===== src/hw/rtl/y2r_pkg.sv =====
// Shared types, constants and chroma lookup tables for the YUYV to RGB888 pair converter.
// No dependencies; every other file of the block imports this package.
package y2r_pkg;

	localparam int CoefRv     = 1402;
	localparam int CoefGu     = 344;
	localparam int CoefGv     = 714;
	localparam int CoefBu     = 1772;
	localparam int PerMille   = 1000;
	localparam int ChromaZero = 128;
	localparam int ByteMax    = 255;
	localparam int LutDepth   = 256;

	// Chroma term range is -226..225, so 9 signed bits hold every entry.
	typedef logic signed [8:0] term_t;
	typedef term_t term_tbl_t [LutDepth];

	typedef struct packed {
		term_t dr;
		term_t gu;
		term_t gv;
		term_t db;
	} terms_t;

	// Elaboration-time table build: (c - 128) * coef / 1000, truncated toward zero.
	function automatic term_tbl_t build_term_tbl(input int coef);
		term_tbl_t t;
		for (int c = 0; c < LutDepth; c++) begin
			t[c] = term_t'(((c - ChromaZero) * coef) / PerMille);
		end
		return t;
	endfunction

	localparam term_tbl_t RvTbl = build_term_tbl(CoefRv);
	localparam term_tbl_t GuTbl = build_term_tbl(CoefGu);
	localparam term_tbl_t GvTbl = build_term_tbl(CoefGv);
	localparam term_tbl_t BuTbl = build_term_tbl(CoefBu);

endpackage


===== src/hw/rtl/y2r_chroma.sv =====
// Shared chroma stage: looks up the four per-mille chroma terms for one macropixel.
// Depends on y2r_pkg for the constant tables and the terms_t struct.
module y2r_chroma (
	input  logic [7:0]      u,
	input  logic [7:0]      v,
	output y2r_pkg::terms_t terms
);
	import y2r_pkg::*;

	always_comb begin
		terms.dr = RvTbl[v];
		terms.gu = GuTbl[u];
		terms.gv = GvTbl[v];
		terms.db = BuTbl[u];
	end

endmodule


===== src/hw/rtl/y2r_lane.sv =====
// One pixel lane: adds the shared chroma terms to a luma byte and saturates to RGB888.
// Depends on y2r_pkg for terms_t; two copies run side by side in the top level.
module y2r_lane (
	input  logic [7:0]      y,
	input  y2r_pkg::terms_t terms,
	output logic [7:0]      r,
	output logic [7:0]      g,
	output logic [7:0]      b
);
	import y2r_pkg::*;

	typedef logic signed [10:0] sum_t;

	sum_t y_s;
	sum_t dg;
	sum_t sum_r;
	sum_t sum_g;
	sum_t sum_b;

	function automatic logic [7:0] sat_byte(input sum_t s);
		if (s < sum_t'(0)) begin
			return 8'h00;
		end else if (s > sum_t'(ByteMax)) begin
			return 8'hFF;
		end
		return s[7:0];
	endfunction

	always_comb begin
		y_s   = $signed({3'b000, y});
		// each green term is truncated on its own before the sum
		dg    = -sum_t'(terms.gu) - sum_t'(terms.gv);
		sum_r = y_s + sum_t'(terms.dr);
		sum_g = y_s + dg;
		sum_b = y_s + sum_t'(terms.db);
		r     = sat_byte(sum_r);
		g     = sat_byte(sum_g);
		b     = sat_byte(sum_b);
	end

endmodule


===== src/hw/rtl/yuyv_to_rgb24_pair.sv =====
// YUYV macropixel to two RGB888 pixels (BT.601, per-mille weights), top level.
// Depends on y2r_pkg, y2r_chroma and y2r_lane.
//
// Usage:
//   Input channel (pair_valid / pair_ready) carries one YUYV macropixel per item:
//   luma_first, chroma_blue, luma_second, chroma_red and the last_pair flag.
//   Output channel (rgb_valid / rgb_ready) carries one item per input item: the
//   saturated RGB of both pixels and frame_end, a copy of last_pair.
// Pipeline: stage 1 registers the chroma table lookups and the luma bytes;
//   stage 2 is the output register fed by the two pixel lanes, which add the
//   shared terms and saturate.
// Throughput: one item per cycle while rgb_ready is high; both stages load
//   when the next stage is empty or draining; new items enter while results wait.
// Stall: when rgb_ready is low the output holds its item; stage 1 keeps one more
//   item and pair_ready drops only when both stages are full.
// Reset: arst_n clears both valid flags at once; the data registers are not reset.
module yuyv_to_rgb24_pair (
	input  logic       clk,
	input  logic       arst_n,
	input  logic       pair_valid,
	output logic       pair_ready,
	input  logic [7:0] luma_first,
	input  logic [7:0] chroma_blue,
	input  logic [7:0] luma_second,
	input  logic [7:0] chroma_red,
	input  logic       last_pair,
	output logic       rgb_valid,
	input  logic       rgb_ready,
	output logic [7:0] red_first,
	output logic [7:0] green_first,
	output logic [7:0] blue_first,
	output logic [7:0] red_second,
	output logic [7:0] green_second,
	output logic [7:0] blue_second,
	output logic       frame_end
);
	import y2r_pkg::*;

	terms_t     terms;
	terms_t     terms_s1;
	logic [7:0] y0_s1;
	logic [7:0] y1_s1;
	logic       last_s1;
	logic       valid_s1;
	logic       valid_s2;
	logic       load_s1;
	logic       load_s2;

	logic [7:0] r0, g0, b0, r1, g1, b1;
	logic [7:0] r0_s2, g0_s2, b0_s2, r1_s2, g1_s2, b1_s2;
	logic       last_s2;

	y2r_chroma u_chroma (
		.u     (chroma_blue),
		.v     (chroma_red),
		.terms (terms)
	);

	y2r_lane u_lane_first (
		.y     (y0_s1),
		.terms (terms_s1),
		.r     (r0),
		.g     (g0),
		.b     (b0)
	);

	y2r_lane u_lane_second (
		.y     (y1_s1),
		.terms (terms_s1),
		.r     (r1),
		.g     (g1),
		.b     (b1)
	);

	always_comb begin
		load_s2    = valid_s1 && (!valid_s2 || rgb_ready);
		pair_ready = !valid_s1 || load_s2;
		load_s1    = pair_valid && pair_ready;
	end

	always_ff @(posedge clk or negedge arst_n) begin
		if (!arst_n) begin
			valid_s1 <= 1'b0;
			valid_s2 <= 1'b0;
		end else begin
			if (pair_ready) begin
				valid_s1 <= pair_valid;
			end
			if (!valid_s2 || rgb_ready) begin
				valid_s2 <= valid_s1;
			end
		end
	end

	always_ff @(posedge clk) begin
		if (load_s1) begin
			terms_s1 <= terms;
			y0_s1    <= luma_first;
			y1_s1    <= luma_second;
			last_s1  <= last_pair;
		end
	end

	// merge both lanes into one output item
	always_ff @(posedge clk) begin
		if (load_s2) begin
			r0_s2   <= r0;
			g0_s2   <= g0;
			b0_s2   <= b0;
			r1_s2   <= r1;
			g1_s2   <= g1;
			b1_s2   <= b1;
			last_s2 <= last_s1;
		end
	end

	assign rgb_valid    = valid_s2;
	assign red_first    = r0_s2;
	assign green_first  = g0_s2;
	assign blue_first   = b0_s2;
	assign red_second   = r1_s2;
	assign green_second = g1_s2;
	assign blue_second  = b1_s2;
	assign frame_end    = last_s2;

`ifndef SYNTH
	a_ready_low_only_when_full: assert property (@(posedge clk) disable iff (!arst_n)
		!pair_ready |-> (valid_s1 && valid_s2 && !rgb_ready))
		else $error("pair_ready low while pipeline can advance");

	a_stage1_drains: assert property (@(posedge clk) disable iff (!arst_n)
		load_s2 |=> valid_s2)
		else $error("stage 1 item lost on transfer to output");

	a_flag_follows: assert property (@(posedge clk) disable iff (!arst_n)
		load_s2 |=> (frame_end == $past(last_s1)))
		else $error("frame_end does not follow the transferred item");

	a_accept_fills: assert property (@(posedge clk) disable iff (!arst_n)
		load_s1 |=> valid_s1)
		else $error("accepted item not held in stage 1");
`endif

endmodule

===== config.mk =====
export PLATFORM = sky130hd
export DESIGN_NAME = yuyv_to_rgb24_pair
export DESIGN_NICKNAME = d
export VERILOG_FILES = /design/src/hw/rtl/y2r_pkg.sv /design/src/hw/rtl/y2r_chroma.sv /design/src/hw/rtl/y2r_lane.sv /design/src/hw/rtl/yuyv_to_rgb24_pair.sv
export SDC_FILE = /design/constraint.sdc
export NUM_CORES = 1
export LEC_CHECK = 0
export BUFFER_PORTS_ARGS = -buffer_cell sky130_fd_sc_hd__buf_4
export CORE_MARGIN = 3
export CORE_UTILIZATION = 26
export CTS_CLUSTER_SIZE = 16
export DETAILED_ROUTE_END_ITERATION = 8
export HOLD_SLACK_MARGIN = 0.03
export MAX_ROUTING_LAYER = met4
export PLACE_DENSITY = 0.52
export SLEW_MARGIN = 20
export SYNTH_ARGS = -nofsm -noshare
export SYNTH_HDL_FRONTEND = slang
export SYNTH_SLANG_ARGS = --single-unit

===== constraint.sdc =====
create_clock -name clk -period 5.42 [get_ports clk]
set_input_delay 1.084 -clock clk [delete_from_list [all_inputs] [get_ports clk]]
set_output_delay 1.084 -clock clk [all_outputs]
set_load 0.03 [all_outputs]

==> metrics.cfg <==
[run_status]
status=finished, final reports clean

[placed_design]
gp_congestion=0.9201
dp_slack_ps=1530
place_hpwl_um=24740
post-place-cells=1987
place_area_um2=12310
port_buffers=87

[synthesis]
yosysTopAreaCell=edfxtp_1
syn_inst=1423
syn-cell-area_um2=11410
synth_most_common_cell=o21ai_0
yosys-top-cells-area=edfxtp_1 (26%), ha_1 (9.2%), o21ai_0 (6.1%)
ys_async_sr_fraction=0.01980
yosysTopAreaCellShare=0.2605
synthFlopType=edfxtp_1
seq_area_frac_synth=0.2649
syn_avg_cell_area_um2=8.020
yosys_warnings=0
netlist_top_cells_count=o21ai_0 (139), nand2_1 (137), a21oi_1 (126), nor2_1 (126), edfxtp_1 (99)
synth.distinct_cells=84
synth-seq-cells=101
synth_edf_count=99
synthesis.nets=1551

[finish]
fin_area_um2=12630
multi_input_area_um2=7632
area_growth_pct=10.66
fin_nets=1541
fin_cells=2002
ff_latch_area_um2=3023
fill_cells=4689
layout-drive-gt1-share=0.1066
num_antenna_cells=0

[timing]
fin_skew_ps=6.794
layout_min_cycle_time_ps=3937
period_share=0.7263
setup_violations=0
hold_violations=0
setup_tns_ps=0
worst_pin_slew_ps=874.3
clock.fmax_mhz=254.0
fin_ws_ps=1483
drv_slew=0
grt_setup_unrepaired=no
slew_headroom=0.4171

[detailed_routing]
drc=0
dr.first_iter.drc_count=930
totalWireLength_um=34440
vias=10750
viasPerCell=5.370
drtAntennaViolNets=0
wl_per_cell_um=17.20
drtPass1Iterations=6

[floorplanning]
die_h_um=215.5
fp.coreArea_um2=43170
die_area_um2=46440
die_w_um=215.5
io_pins=88
rows=76
start_util=0.2643

[global_routing]
grt_pass1_wl_um=55220
grt_start_max_net_pins=92
grt_pass1_vias=10030
overflow=0
grt_usage=0.1488
antenna_found_initial=0

[clock_tree]
clk_pin_slew_ps=70
cts_made_buffers=9
htreeDepth=3
cts_setup_buffers=0
cts-resized-gates=0
cts_hold_buf=0
cts_tree=yes
cts_root_buffer=clkbuf_16
clkSinkCount=101
clock_path_buffers=2
clkLatencyLatePin_ps=370

[critical_path]
crit_path_end_kind=flop
worstPathRequired_ps=5550
cp-start-kind=flop
worst-setup-path-type=flop to flop
cp_max_fo=6
critPathArrivalTime_ps=4060

[flow_run]
maxCapViolCount=0

[power_and_ir_drop]
p_leak_nw=4.891
report.power.total_mw=3.488
ir_drop_v=0.0001891
powerDensity_nw_per_um2=276.2

[hold_path]
hp-class=flop to flop

==> per-stage QoR <==
step | hold slack, ps | utilization
2_1_floorplan | 400.3 | -
3_5_place_dp | 420.0 | 0.2852
6_report | 427.7 | 0.2925
3_3_place_gp | 406.4 | 0.2852
5_1_grt | 440.5 | 0.2925
4_1_cts | 435.4 | 0.2925
==> final cells by class <==
type	instances	area share
Clock buffer	10	0.01813
Clock inverter	5	0.006737
Inverter	65	0.01932
Multi-Input combinational cell	1145	0.6044
Sequential cell	101	0.2394
Tap cell	585	0.05796
Timing Repair Buffer	91	0.05410
==> routing by layer <==
metal	part of all wire	track usage	vias to the layer above
met5	0	-	-
met4	0.030	0.05442	0
met3	0.063	0.02253	62
met2	0.46	0.2288	415
met1	0.45	0.1990	5033
li1	-	-	5241
==> flip-flops by register name, summed over array words and instances, names as in the netlist <==
name / flops
green_first: 8
red_first: 8
green_second: 8
frame_end: 1
red_second: 8
last_s1: 1
valid_s1: 1
y1_s1: 8
blue_first: 8
rgb_valid: 1
y0_s1: 8
blue_second: 8
terms_s1: 33
==> cell usage in the layout, fill, tap and decap left out, types with 8 or more instances in the layout <==
cell type | synthesis | routed
nor2b_1 | 29 | 29
a21o_1 | 40 | 40
o22ai_1 | 14 | 14
nand3_1 | 17 | 17
xor2_1 | 15 | 15
mux2i_1 | 19 | 19
nand2b_1 | 25 | 25
mux4_2 | 13 | 13
o221ai_1 | 10 | 10
xnor2_1 | 28 | 28
buf_4 | 4 | 91
nor2_1 | 126 | 126
clkbuf_16 | 0 | 9
o21bai_1 | 12 | 12
and3_1 | 8 | 8
o211ai_1 | 29 | 29
o21ai_0 | 139 | 139
nor3_1 | 27 | 27
nand2_1 | 137 | 137
inv_1 | 56 | 56
o311ai_0 | 8 | 8
edfxtp_1 | 99 | 99
o21ai_1 | 25 | 25
a21oi_1 | 126 | 126
a211oi_1 | 37 | 37
o21a_1 | 25 | 25
a31oi_1 | 28 | 28
ha_1 | 84 | 84
==> cell families after synthesis <==
logic type,Yosys count,share of synthesized area
DFF,101,0.2649
AOI/OAI and AO/OA,570,0.3185
and+or+nand+nor,398,0.1567
muxes,40,0.05175
buffers and inverters,177,0.06666
xor gates and xnor gates,44,0.03541
adders and majority gates,93,0.1061
==> report_power, final <==
part | internal (mW) | total, mW | switching (mW)
sequential | 1.03 | 1.08 | 0.0575
combinational | 0.686 | 1.71 | 1.03
clock | 0.404 | 0.690 | 0.286
==> critical path, cell delays in order (launching register included) <==
cell and delay, ps:
edfxtp_1 370, ha_1 310, inv_1 80, ha_1 200, inv_1 70, fa_1 400
nor2b_1 150, o21ai_0 90, a21oi_1 210, ha_1 330, and3_1 200, a211oi_1 340
a21oi_1 210, or2_0 240, mux2i_1 130, o21ai_1 150, a31o_1 220
==> path summary, 6_finish.rpt <==
check	startpoint	endpoint	slack (ps)	depth (start not counted)
max	terms_s1[10]	green_first[2]	1480	16
min	last_s1	frame_end	430	0
max reg2reg	terms_s1[10]	green_first[2]	1480	16
min reg2reg	last_s1	frame_end	430	0
max in group asynchronous	arst_n	valid_s1	4840	1
min in group asynchronous	arst_n	rgb_valid	490	1
Power figures use the tool's default switching activity.
